**config.mk**
```make
export PLATFORM = sky130hd
export DESIGN_NAME = amg_axis
export DESIGN_NICKNAME = d
export VERILOG_FILES = /design/src/design/assert_macros.svh /design/src/design/amg_pkg.sv /design/src/design/amg_axis.sv
export SDC_FILE = /design/constraint.sdc
export NUM_CORES = 1
export LEC_CHECK = 0
export ABC_AREA = 1
export BUFFER_PORTS_ARGS = -buffer_cell sky130_fd_sc_hd__buf_4
export CORE_ASPECT_RATIO = 1.4
export CORE_MARGIN = 10
export CORE_UTILIZATION = 37
export DETAILED_ROUTE_END_ITERATION = 8
export HOLD_SLACK_MARGIN = 0.05
export SETUP_SLACK_MARGIN = 0.02
export SYNTH_ARGS = -nofsm -noshare
export SYNTH_HDL_FRONTEND = slang
export SYNTH_SLANG_ARGS = --single-unit
```
**constraint.sdc**
```tcl
create_clock -name clk -period 14.93 [get_ports clk]
set_input_delay 1.493 -clock clk [delete_from_list [all_inputs] [get_ports clk]]
set_output_delay 1.493 -clock clk [all_outputs]
set_load 0.005 [all_outputs]
```
**src/design/assert_macros.svh**
```systemverilog
// Assertion macros shared by the accelerometer magnitude design
`ifndef ASSERT_MACROS_SVH
`define ASSERT_MACROS_SVH
`ifndef SYNTHESIS
`define AMG_ASSERT(lbl, clk, rst_n, prop, msg) \
	lbl: assert property (@(posedge clk) disable iff (!rst_n) (prop)) else $error(msg);
`define AMG_ASSERT_NEXT(lbl, clk, rst_n, pre, post, msg) \
	lbl: assert property (@(posedge clk) disable iff (!rst_n) (pre) |=> (post)) else $error(msg);
`else
`define AMG_ASSERT(lbl, clk, rst_n, prop, msg)
`define AMG_ASSERT_NEXT(lbl, clk, rst_n, pre, post, msg)
`endif
`endif

```
**src/design/amg_pkg.sv**
```systemverilog
// Types and constants of the accelerometer magnitude pipeline
`timescale 1ns / 1ps
package amg_pkg;
	localparam int AXIS_W = 14;
	localparam int MG_W = 12;
	localparam int PROD_W = 21;
	localparam int QUO_W = 11;
	localparam int SQ_W = 22;
	localparam int SUM_W = 24;
	localparam int ROOT_W = 23;
	localparam logic [7:0] MG_NUM = 8'd244;
	localparam logic [21:0] MG_RECIP = 22'd2147484;
	localparam int MG_SHIFT = 31;
	localparam int DIV_BITS = 4;
	localparam int DIV_STAGES = SUM_W / DIV_BITS;
	localparam int STEP_LAT = DIV_STAGES + 1;

	typedef struct packed {
		logic [SUM_W-1:0] s;
		logic [SUM_W-1:0] m;
	} root_t;

	typedef struct packed {
		logic [SUM_W-1:0] rem;
		logic [SUM_W-1:0] quo;
	} div_t;

	typedef struct packed {
		logic signed [MG_W-1:0] x;
		logic signed [MG_W-1:0] y;
		logic signed [MG_W-1:0] z;
	} axes_t;
endpackage

```
**src/design/amg_axis.sv**
```systemverilog
// One axis: rebuild raw bytes and scale to milli-g in two stages
`timescale 1ns / 1ps
module amg_axis (
	input  logic                              clk,
	input  logic                              en,
	input  logic                              present,
	input  logic [7:0]                        lo,
	input  logic [7:0]                        hi,
	output logic signed [amg_pkg::MG_W-1:0]   mg
);
	logic [15:0] word;
	logic signed [amg_pkg::AXIS_W-1:0] v;
	logic [amg_pkg::AXIS_W-1:0] mag_v;
	logic [amg_pkg::PROD_W-1:0] prod_s1;
	logic neg_s1;
	logic [42:0] scaled;
	logic [amg_pkg::QUO_W-1:0] quo;

	always_comb begin
		word = {hi, lo};
		v = present ? $signed(word[15:2]) : '0;
		mag_v = v[amg_pkg::AXIS_W-1] ? amg_pkg::AXIS_W'(-v) : amg_pkg::AXIS_W'(v);
	end

	always_ff @(posedge clk) begin
		if (en) begin
			prod_s1 <= amg_pkg::PROD_W'(mag_v) * amg_pkg::PROD_W'(amg_pkg::MG_NUM);
			neg_s1 <= v[amg_pkg::AXIS_W-1];
		end
	end

	always_comb begin
		scaled = 43'(prod_s1) * 43'(amg_pkg::MG_RECIP);
		quo = scaled[amg_pkg::MG_SHIFT+amg_pkg::QUO_W-1:amg_pkg::MG_SHIFT];
	end

	always_ff @(posedge clk) begin
		if (en) begin
			mg <= neg_s1 ? amg_pkg::MG_W'(-{1'b0, quo}) : {1'b0, quo};
		end
	end
endmodule

```
Word-level counts from Yosys, hierarchy flattened:

Index checks and enable logic that the tools add are counted.

* register bits: 32
* input port bits: 19
* output and inout port bits: 12
* word-level logic and storage cells: 11

* $add $sub $neg: 2
* multipliers: 2
* mux-type cells: 3

Operator list (number)
* multiplier 19 x 20 -> 38 bit (second input constant): 1
* two-way mux 14 bit: 2
* multiplier 14 x 6 -> 19 bit (second input constant): 1
* negator 14 bit: 1
* negator 11 -> 12 bit: 1
* two-way mux 11 bit: 1

Depth between registers and ports, before layout:

* word-level depth: 4
* gate-level depth with buffers: 32
* depth with buffers taken out: 32

Worst setup path after synthesis:

No wires, ideal clock.

* kind: in2reg
* start: input present
* end: register prod_s1[18] in the netlist's numbering, data pin
* setup time: 0.260 ns
* data arrival time: 5.616 ns
* slack: 9.054 ns
* cell stages on the path: 22
* path buffers: 1
* cells stage by stage: buf_2 nand2_1 inv_1 nor3_1 or2_2 o21ai_0 inv_1 fa_1 fa_1 inv_1 fa_1 ha_1 nand2_1 inv_1 nand4_1 and3_1 o21a_1 o21ai_1 a21oi_1 nor2_1 nor2_1 xor2_1

* word-level cells in the longest chain between the ends: 4

Ends and longest elaborated chain
* from (decl): RTL line amg_axis.sv:6 `input logic present,`
* two-way mux 14 bit *: RTL line amg_axis.sv:21 `v = present ? $signed(word[15:2]) : '0;`
* negator 14 bit: RTL line amg_axis.sv:22 `mag_v = v[amg_pkg::AXIS_W-1] ? amg_pkg::AXIS_W'(-v) : amg_pkg::AXIS_W'(v);`
* two-way mux 14 bit *: RTL line amg_axis.sv:22
* multiplier 14 x 6 -> 19 bit *: RTL line amg_axis.sv:27 `prod_s1 <= amg_pkg::PROD_W'(mag_v) * amg_pkg::PROD_W'(amg_pkg::MG_NUM);`
* to (signal assigned): RTL line amg_axis.sv:27
* to (decl): RTL line amg_axis.sv:14 `logic [amg_pkg::PROD_W-1:0] prod_s1;`

Mark *: on every way between the ends. The rest lies on a longest branch, timed or not.
A chain may end at the register's enable or synchronous reset.

Worst setup path in the final report:

* start: register prod_s1[18] in the netlist's numbering
* end: register mg[8] in the netlist's numbering, data pin

* word-level cells in the longest chain between the ends: 3

Ends and longest elaborated chain
* multiplier 19 x 20 -> 38 bit *: RTL line amg_axis.sv:33 `scaled = 43'(prod_s1) * 43'(amg_pkg::MG_RECIP);`
* negator 11 -> 12 bit: RTL line amg_axis.sv:39 `mg <= neg_s1 ? amg_pkg::MG_W'(-{1'b0, quo}) : {1'b0, quo};`
* two-way mux 11 bit *: RTL line amg_axis.sv:39
* to (signal assigned): RTL line amg_axis.sv:39
* to (decl): RTL line amg_axis.sv:9 `output logic signed [amg_pkg::MG_W-1:0] mg`

Marked as above.

==> run metrics <==
Synth top area share=0.265; Non-Filler Instances=1,532; placed cells=1,524; Die W=155 um; Mean Syn Cell Area=8.03 um^2; peak per-stage delay on the critical path=0.59 ns; Clk Latency, worst-skew pair=0.29 ns; Multi-input gate area=7230 um^2; ratio of cells with drive above 1 in the final layout=0.0635; initial antenna violation count=0; FF/Latch Area=961 um^2; Reg2Reg Setup Slack=8.62 ns; die height=209 um; CP Launch Type=register; Worst-path clk slew=0.06 ns; CTS tree=yes; Critical path origin=prod_s1[18]; setup bufs post-CTS=0; total gr overflow=0; # diodes=0; final WL=21,600 um; Hold Slack=0.861 ns; post-DR wirelength/cell=14.1 um; fin crit period=6.31 ns; Worst Hold Launch=neg_s1; largest net degree at the start of global routing=33; I/O pin count=31; Top delay family on crit path=adder cells; Root Buffer=clkbuf_16; die area=32,400 um^2; first-pass GRT wire length=37,600 um; Netlist cell types=37; RSZ-0062 raised after global routing=no; Worst Setup EP=mg[8]; Critical R2R Capture=mg[8]; fin nets=1,548; Max Cap Viol=0; top post-synthesis cells by area=ha_1, fa_1, inv_1; Yosys warnings=0; Vias=7,256; Detailed Place HPWL=19,600 um; # hold bufs at CTS=0; critical path's most frequent cell=fa_1; Vias/cell=4.74; post-layout util=0.404; clock sinks=32; dominant cell type by area after synthesis=ha_1; Core Region=25,300 um^2; P&R area growth vs syn=8.19%; crit path capture type=register; worst path arrival time=6.35 ns; TritonCTS Buffers=5; Detailed Route Iter0 Violations=248; status=finished, final reports clean; row count=69; vias in the first global route=7,974; drt pass-1 iters=4; Slew Limit Fails=0; post-CTS sizing=0; syn nets=1,514; Cells after Synth=1,178; antenna-violating nets left=0; commonest non-fill, non-tap cell in the layout=inv_1; Slew HR=0.261; drt drc=0; Clock Skews=0.00560 ns; port bufs=28; final setup fails=0; Tcrit/Tclk final=0.423; Routability Congestion=0.880; Crit Path Class=reg2reg; Yosys reg bits=32; crit-path max FO=7; WP buf/inv=5; Slowest-stage cell, CP=fa_1; Critical R2R Launch=prod_s1[18]; Hold WC Path Type=reg2reg; setup total negative slack=0 ns; Final Hold Viols=0; Initial Utilization=0.374; cell count of the worst reg-to-reg path=26; worst-margin pin slew=1.10 ns; fill count=2,593; GRT Total Usage=0.141; commonest cells after routing, fill and taps aside=inv_1, nand2_1, ha_1; Clock H-tree levels=2; f_max=158 MHz; sequential-to-total area share from yosys stat=0.102; clk buf depth=2; Required @ worst endpoint=14.97 ns; WP depth=26; Post-Syn Area=9450 um^2
-- tightest hold or removal path: stages (launching register included) --
cell	delay, ns
edfxtp_1	0.60
nand2_1	0.09
nand3_1	0.06
-- synth_stat cells, drive strengths merged --
| master | instances |
|---|---|
| ha | 200 |
| edfxtp | 32 |
| a21oi | 42 |
| clkinv | 2 |
| nor3 | 16 |
| xor2 | 17 |
| nand3 | 40 |
| o21bai | 4 |
| a211oi | 2 |
| xnor2 | 8 |
| nand2 | 226 |
| and2 | 1 |
| and3 | 1 |
| nand4 | 6 |
| nor2 | 74 |
| a21boi | 2 |
| inv | 333 |
| o31ai | 4 |
| or2 | 4 |
| o211ai | 1 |
| nand3b | 1 |
| buf | 2 |
| a31oi | 1 |
| o21a | 2 |
| fa | 117 |
| o21ai | 38 |
| nor4 | 2 |
-- worst min-delay path by stage --
| stage | to | slack, ns | depth (start not counted) |
|---|---|---|---|
| after CTS | mg[11] | 0.86 | 2 |
| after global placement | mg[1] | 0.83 | 2 |
| after global routing | mg[11] | 0.93 | 2 |
| after detailed placement | mg[1] | 0.85 | 2 |
| after floorplan | mg[9] | 0.68 | 4 |
| final | mg[11] | 0.86 | 2 |
-- flip-flops by register name, summed over array words and instances (netlist names) --
signal   cells
prod_s1     19
mg          12
neg_s1       1
-- metal layers --
metal,routed length (um),track usage,vias up,share of wire
met5,0,0,-,0
met4,713,0.0519,0,0.033
met3,331,0.00637,35,0.015
met2,12200,0.287,85,0.56
met1,8390,0.145,3446,0.39
li1,-,-,3690,-
-- layout make-up --
| class | instances | area share |
|---|---|---|
| timing repair buffer | 29 | 0.0213 |
| clock inverter | 3 | 0.00416 |
| multi-input combinational | 809 | 0.706 |
| clock buffer | 5 | 0.0122 |
| sequential | 32 | 0.0939 |
| inverter | 335 | 0.123 |
| tap | 319 | 0.0390 |
-- stage by stage --
stage / instance area (um^2) / setup WS (ns)
after global routing: 10200 / 8.10
after floorplan: 9450 / 9.05
after detailed placement: 10100 / 8.26
after global placement: 10100 / 8.31
final: 10200 / 8.62
after CTS: 10200 / 8.57
-- cells by family after synthesis --
| group | after synthesis | share of synthesized area |
|---|---|---|
| AO/OA/AOI/OAI | 96 | 0.0574 |
| AND/OR/NAND/NOR | 371 | 0.171 |
| buffers and inverters | 337 | 0.134 |
| XOR/XNOR | 25 | 0.0232 |
| adder cells (fa/ha/maj) | 317 | 0.512 |
| flip-flops | 32 | 0.102 |
Power is left out: the tool's default activity adds up to more than one toggle a clock period on the data nets, which glitch-free logic cannot reach.
