$ cat src/design/assert_macros.svh
// Assertion macros shared by the accelerometer magnitude design
`ifndef ASSERT_MACROS_SVH
`define ASSERT_MACROS_SVH
`ifndef SYNTHESIS
`define AMG_ASSERT(lbl, clk, rst_n, prop, msg) \
	lbl: assert property (@(posedge clk) disable iff (!rst_n) (prop)) else $error(msg);
`define AMG_ASSERT_NEXT(lbl, clk, rst_n, pre, post, msg) \
	lbl: assert property (@(posedge clk) disable iff (!rst_n) (pre) |=> (post)) else $error(msg);
`else
`define AMG_ASSERT(lbl, clk, rst_n, prop, msg)
`define AMG_ASSERT_NEXT(lbl, clk, rst_n, pre, post, msg)
`endif
`endif

$ cat src/design/amg_pkg.sv
// Types and constants of the accelerometer magnitude pipeline
`timescale 1ns / 1ps
package amg_pkg;
	localparam int AXIS_W = 14;
	localparam int MG_W = 12;
	localparam int PROD_W = 21;
	localparam int QUO_W = 11;
	localparam int SQ_W = 22;
	localparam int SUM_W = 24;
	localparam int ROOT_W = 23;
	localparam logic [7:0] MG_NUM = 8'd244;
	localparam logic [21:0] MG_RECIP = 22'd2147484;
	localparam int MG_SHIFT = 31;
	localparam int DIV_BITS = 4;
	localparam int DIV_STAGES = SUM_W / DIV_BITS;
	localparam int STEP_LAT = DIV_STAGES + 1;

	typedef struct packed {
		logic [SUM_W-1:0] s;
		logic [SUM_W-1:0] m;
	} root_t;

	typedef struct packed {
		logic [SUM_W-1:0] rem;
		logic [SUM_W-1:0] quo;
	} div_t;

	typedef struct packed {
		logic signed [MG_W-1:0] x;
		logic signed [MG_W-1:0] y;
		logic signed [MG_W-1:0] z;
	} axes_t;
endpackage

$ cat src/design/amg_newton.sv
// One Newton step: pipelined restoring divide s/m, then average with m
`timescale 1ns / 1ps
module amg_newton (
	input  logic                  clk,
	input  logic                  en,
	input  amg_pkg::root_t        din,
	output amg_pkg::root_t        dout
);
	localparam int N = amg_pkg::DIV_STAGES;
	localparam int W = amg_pkg::SUM_W;

	logic [W-1:0] s_s [0:N];
	logic [W-1:0] m_s [0:N];
	amg_pkg::div_t d_s [0:N];
	logic [W:0] avg;

	function automatic amg_pkg::div_t div_step(input amg_pkg::div_t d, input logic [W-1:0] m,
			input logic [amg_pkg::DIV_BITS-1:0] bits);
		amg_pkg::div_t r;
		logic [W:0] t;
		r = d;
		for (int i = amg_pkg::DIV_BITS - 1; i >= 0; i--) begin
			t = {r.rem, bits[i]};
			if (t >= {1'b0, m}) begin
				t = t - {1'b0, m};
				r.quo = {r.quo[W-2:0], 1'b1};
			end else begin
				r.quo = {r.quo[W-2:0], 1'b0};
			end
			r.rem = t[W-1:0];
		end
		return r;
	endfunction

	assign s_s[0] = din.s;
	assign m_s[0] = din.m;
	assign d_s[0] = '0;

	for (genvar j = 0; j < N; j++) begin : g_div
		always_ff @(posedge clk) begin
			if (en) begin
				s_s[j+1] <= s_s[j];
				m_s[j+1] <= m_s[j];
				d_s[j+1] <= div_step(d_s[j], m_s[j],
					s_s[j][W-1-j*amg_pkg::DIV_BITS -: amg_pkg::DIV_BITS]);
			end
		end
	end

	assign avg = {1'b0, m_s[N]} + {1'b0, d_s[N].quo};

	always_ff @(posedge clk) begin
		if (en) begin
			dout.s <= s_s[N];
			dout.m <= (m_s[N] == '0) ? '0 : avg[W:1];
		end
	end
endmodule

$ cat config.mk
export PLATFORM = sky130hd
export DESIGN_NAME = amg_newton
export DESIGN_NICKNAME = d
export VERILOG_FILES = /design/src/design/assert_macros.svh /design/src/design/amg_pkg.sv /design/src/design/amg_newton.sv
export SDC_FILE = /design/constraint.sdc
export NUM_CORES = 2
export LEC_CHECK = 0
export BUFFER_PORTS_ARGS = -buffer_cell sky130_fd_sc_hd__buf_2
export CORE_UTILIZATION = 30
export DETAILED_ROUTE_END_ITERATION = 16
export PLACE_DENSITY_LB_ADDON = 0.05
export REMOVE_ABC_BUFFERS = 1
export SETUP_SLACK_MARGIN = 0.5
export SKIP_LAST_GASP = 1
export SYNTH_ARGS = -nofsm -noshare
export SYNTH_HDL_FRONTEND = slang
export SYNTH_SLANG_ARGS = --single-unit
$ cat constraint.sdc
create_clock -name clk -period 13 [get_ports clk]
set_input_delay 0 -clock clk [delete_from_list [all_inputs] [get_ports clk]]
set_output_delay 0 -clock clk [all_outputs]
set_load 0.05 [all_outputs]
After elaboration in Yosys (flattened, before gate mapping)
Cells that the tools add are included.
- register bits: 540
- output and inout port bits: 48
- add/subtract/negate cells: 24
- magnitude comparators: 24
- muxes and demuxes: 65
- reductions and logical operators: 1
- operators by type and width (cell ; count):
    $mux 24 ; 41
    $ge 25x24->1 ; 23
    $sub 24x24->24 ; 22
    $add 24x24->25 ; 1
    $ge 1x24->1 ; 1
    $logic_not 24->1 ; 1
    $mux 1 ; 24
    $sub 1x24->24 ; 1

Logic depth before layout (Yosys ltp)
- word-level depth: 11
- depth in mapped cells: 56

Worst setup path after synthesis
No wires, ideal clock.
- path kind: register to register
- from: register m_s[97] (netlist bit)
- to: register d_s[188] (netlist bit) (data pin)
- library setup time: 0.261 ns
- data arrival time: 10.998 ns
- slack: 1.741 ns
- stages on the path, launching flop included: 54
- clock period less this slack: 11.259 ns
- path through: edfxtp_1 -> inv_1 -> ha_1 -> nor2b_1 -> o21bai_1 -> nand3_1 -> a21oi_1 -> a211o_1 -> a31o_2 -> buf_2 -> clkbuf_1 -> clkbuf_1 -> mux2i_1 -> inv_1 -> ha_1 -> a21o_1 -> a21oi_1 -> o21ai_1 -> [... 18 more ...] -> clkinv_1 -> buf_2 -> mux2_2 -> ha_1 -> a21o_1 -> a21o_1 -> a21oi_1 -> a211oi_1 -> o31ai_1 -> a31o_2 -> o2bb2ai_1 -> a21bo_2 -> a41oi_1 -> a21o_1 -> buf_4 -> inv_2 -> buf_2 -> a221o_1
- longest elaborated chain between the ends: 11
- elaborated cells on any way between the ends: 15
- those cells by class: 4 x add/sub; 4 x order compare; 7 x mux
- ends and longest elaborated chain (item ; RTL line ; text):
    start, declared ; amg_newton.sv:13 ; logic [W-1:0] m_s [0:N];
    start signal, assigned by index ; amg_newton.sv:43 ; m_s[j+1] <= m_s[j];
    $sub 24x24->24 / $ge 25x24->1 (equally long branches) ; amg_newton.sv:25, amg_newton.sv:24 ;
    $mux 24 ; amg_newton.sv:24 ; if (t >= {1'b0, m}) begin
    $mux 24 ; amg_newton.sv:41 ; if (en) begin
    $sub 24x24->24 / $ge 25x24->1 (equally long branches) ; amg_newton.sv:25, amg_newton.sv:24 ;
    $mux 24 ; amg_newton.sv:24 ;
    $mux 24 ; amg_newton.sv:41 ;
    $sub 24x24->24 / $ge 25x24->1 (equally long branches) ; amg_newton.sv:25, amg_newton.sv:24 ;
    $mux 24 ; amg_newton.sv:24 ;
    $mux 24 ; amg_newton.sv:41 ;
    $sub 24x24->24 / $ge 25x24->1 (equally long branches) ; amg_newton.sv:25, amg_newton.sv:24 ;
    $mux 24 * ; amg_newton.sv:24 ;
    end signal, assigned by index ; amg_newton.sv:44 ; d_s[j+1] <= div_step(d_s[j], m_s[j],
    end, declared ; amg_newton.sv:14 ; amg_pkg::div_t d_s [0:N];
Mark *: on every way between the ends. The rest lies on a longest branch, timed or not. The select of a mux whose other input is x is not followed.
A chain may end at the register's enable or synchronous reset.

Final worst setup path
- from: register m_s[121] (netlist bit)
- to: register d_s[219] (netlist bit) (data pin)
- longest elaborated chain between the ends: 11
- elaborated cells on any way between the ends: 15
- those cells by class: 4 x add/sub; 4 x order compare; 7 x mux
- ends and longest elaborated chain (item ; RTL line):
    $sub 24x24->24 / $ge 25x24->1 (equally long branches) ; amg_newton.sv:25, amg_newton.sv:24
    $mux 24 ; amg_newton.sv:24
    $mux 24 ; amg_newton.sv:41
    $sub 24x24->24 / $ge 25x24->1 (equally long branches) ; amg_newton.sv:25, amg_newton.sv:24
    $mux 24 ; amg_newton.sv:24
    $mux 24 ; amg_newton.sv:41
    $ge 25x24->1 / $sub 24x24->24 (equally long branches) ; amg_newton.sv:24, amg_newton.sv:25
    $mux 24 ; amg_newton.sv:24
    $mux 24 ; amg_newton.sv:41
    $sub 24x24->24 / $ge 25x24->1 (equally long branches) ; amg_newton.sv:25, amg_newton.sv:24
    $mux 24 * ; amg_newton.sv:24
Marked as above.

==> summary.txt <==
Global routing
  • Grt met1 use: 25.6%
  • Grt total ovfl: 0
  • Busiest layer in global routing: met2
  • Total track usage: 19.0%
  • GR Layer Usage met3: 2.20%
  • Global-route wire length before repair: 242000 microns
  • Pin count of the biggest net entering global routing: 162
  • Met2 Use GR: 31.7%
  • Initial antenna violation count: 7
  • Vias in the first global route: 39.2k

Floorplan
  • Die width: 407 microns
  • Row count: 148
  • Height of the die: 407 microns
  • Die area: 166000 sq um
  • Core outline area: 163000 sq um
  • IO Pins: 98
  • Initial core utilization: 30.3%

Timing
  • Crit path time final: 11.95 ns
  • RSZ-0062 raised after global routing: false
  • Worst-Margin Slew: 0.941 ns
  • Layout Skew: 0.0343 ns
  • Fin crit share: 91.9%
  • Max-slew headroom: 37.3%
  • Fin. Hold Viols: 0
  • Setup TNS: 0 ns
  • Pins Over Slew Limit: 0
  • Fmax: 83.7 MHz
  • Setup-failing EPs final: 0

Run
  • Max Cap Viol: 0

Finish
  • Share of layout cells above drive strength 1: 13.5%
  • Area grow syn2layout: 14.9%
  • Layout Nets: 6097
  • Fill count: 16.8k
  • Design area: 56700 sq um

Drt
  • Via count: 40.0k
  • 1st-pass router iterations: 5
  • Avg WL per Cell: 21.0 microns
  • # DRC: 0
  • Vias/cell: 5.21
  • DRT antenna net count: 0
  • Drt total wl: 162000 microns
  • Initial drt markers: 2752

Synthesis
  • EDFF count, synth: 540
  • Sequential fraction of the synthesis area: 32.9%
  • Synthesized area per cell: 9.61 sq um
  • #FFs+latches synth: 540
  • Cells after Synth: 5130
  • Distinct cells, synth: 95
  • Post-Syn Area: 49300 sq um
  • Ys async rst share: 0%
  • Top FF cell, synth: edfxtp_1
  • Synthesis Warnings: 0

Place
  • Final HPWL DP: 131000 microns
  • GPL Wtd Cong: 0.865
  • Placed Area: 53300 sq um
  • I/O Buffers: 97

Setup path
  • Crit path DAT: 12.37 ns
  • CP max stage cell: or4b_2
  • CP Capture Type: register
  • Slowest stage delay, CP: 0.64 ns
  • Crit Path Max Fanout: 25
  • Setup Crit Path Kind: reg -> reg
  • Critical path startpoint category: register
  • Most used cell, CP: buf_4
  • CP required: 13.43 ns

Clocking
  • Clock slew at the register clock pins of the worst setup and hold paths: 0.06 ns
  • Root buffer cell: clkbuf_16
  • H-tree Lvls: 3
  • Clk buf depth: 3
  • CTS Buf Count: 73
  • CTS tree: yes
  • Sink Count: 540
  • Clock Latency Late Sink: 0.69 ns

Outcome
  • Run status: complete, no violations

Worst hold path
  • Hold Crit Class: in -> reg
## layout by cell type (no fill, tap or decap), drive strengths merged, types with 25 or more instances in the layout
| cell type | instances |
|---|---|
| nor2 | 358 |
| xor2 | 152 |
| nor4 | 36 |
| a21boi | 39 |
| a21o | 200 |
| nor2b | 62 |
| o31ai | 34 |
| edfxtp | 540 |
| ha | 577 |
| clkbuf | 87 |
| nand2 | 300 |
| o21ai | 295 |
| o211ai | 25 |
| buf | 264 |
| o21a | 89 |
| clkinv | 27 |
| mux2i | 51 |
| a31oi | 50 |
| xnor2 | 287 |
| o21bai | 61 |
| nor3 | 88 |
| or2 | 26 |
| nand4 | 89 |
| inv | 340 |
| nand3 | 92 |
| or3 | 46 |
| nand2b | 55 |
| a21oi | 440 |
| and2 | 40 |
| a211oi | 42 |
| mux2 | 284 |
| and3 | 44 |
| dlygate4sd3 | 68 |
## sequential cells by signal (all words and copies together) (netlist names)
| signal | cells |
|---|---|
| m_s | 144 |
| dout | 48 |
| d_s | 204 |
| s_s | 144 |
## routing by layer
metal  wire (microns)  part of all wire [%]
met5                0                     0
met4             4310                   2.7
met3             5900                   3.7
met2            75800                    47
met1            75500                    47
## logic make-up (layout without fill, tap and decap cells)
family          Yosys count  after routing  share of synthesized area [%]
flops                   540            540                           32.9
mux                     335            335                           7.69
simple gates           1282           1282                           12.7
buf+inv                 433            806                           3.51
other cells               0              1                              0
compound gates         1501           1501                           19.9
xor+xnor                439            439                           7.80
fa+ha+maj               600            600                           15.6
## cells in the mapped netlist, types with 49 or more instances
cell | instances | area (sq um)
ha_1 | 577 | 7220
edfxtp_1 | 540 | 16200
a21oi_1 | 438 | 2190
nor2_1 | 358 | 1340
inv_1 | 333 | 1250
nand2_1 | 299 | 1120
xnor2_1 | 287 | 2510
o21ai_0 | 282 | 1410
mux2_2 | 238 | 2680
a21o_1 | 200 | 1500
xor2_1 | 152 | 1330
nand3_1 | 92 | 460
nand4_1 | 89 | 557
o21a_1 | 89 | 668
nor3_1 | 88 | 440
nor2b_1 | 62 | 388
o21bai_1 | 61 | 458
nand2b_1 | 55 | 344
mux2i_1 | 51 | 510
a31oi_1 | 49 | 307
## worst paths after layout
path | to | slack (ns) | cells past startpoint | from
max | d_s[219] | 1.05 | 44 | m_s[121]
min | s_s[125] | 0.05 | 2 | din[29]
max reg2reg | d_s[219] | 1.05 | 44 | m_s[121]
min reg2reg | d_s[9] | 0.39 | 0 | d_s[53]
## metrics by stage
stage          cells  hold slack (ns)  utilization (%)  setup slack [ns]
2_1_floorplan   5040           0.0989                -             0.935
3_3_place_gp    7461            0.176             32.7             0.274
3_5_place_dp    7461            0.178             32.7             0.290
4_1_cts         7661          0.00421             34.6             0.541
5_1_grt         7678           0.0373             34.8             0.509
6_report        7679           0.0540             34.8              1.05
## layout make-up
cell class | instances | area (sq um) | area share [%]
repair buffers | 332 | 2500 | 4.42
well taps | 2175 | 2720 | 4.80
clock buffers | 87 | 1920 | 3.39
flip-flops and latches | 540 | 16200 | 28.6
diodes | 1 | 2.50 | 0.00442
inverters | 343 | 1320 | 2.32
multi-input cells | 4157 | 31500 | 55.7
clock inverters | 44 | 437 | 0.771
## critical path, delay by kind of cell (launching register included)
| kind | cells | cell delay, ns |
|---|---|---|
| compound gates | 20 | 5.18 |
| fa+ha+maj | 4 | 1.51 |
| buf+inv | 10 | 1.72 |
| flops | 1 | 0.44 |
| mux | 2 | 0.71 |
| simple gates | 8 | 2.10 |
## timing repair
item / CTS / global route
endpoints found under the hold margin: 117 / 0
endpoints found under the setup margin: 23 / 123
hold buffers: 68 / 0
buffers inserted: 1 / 17
gates cloned: 0 / 0
pin swaps: 0 / 3
resized for setup: 4 / 50
Power is left out: the tool's default activity adds up to more than one toggle a clock period on the data nets, which glitch-free logic cannot reach.
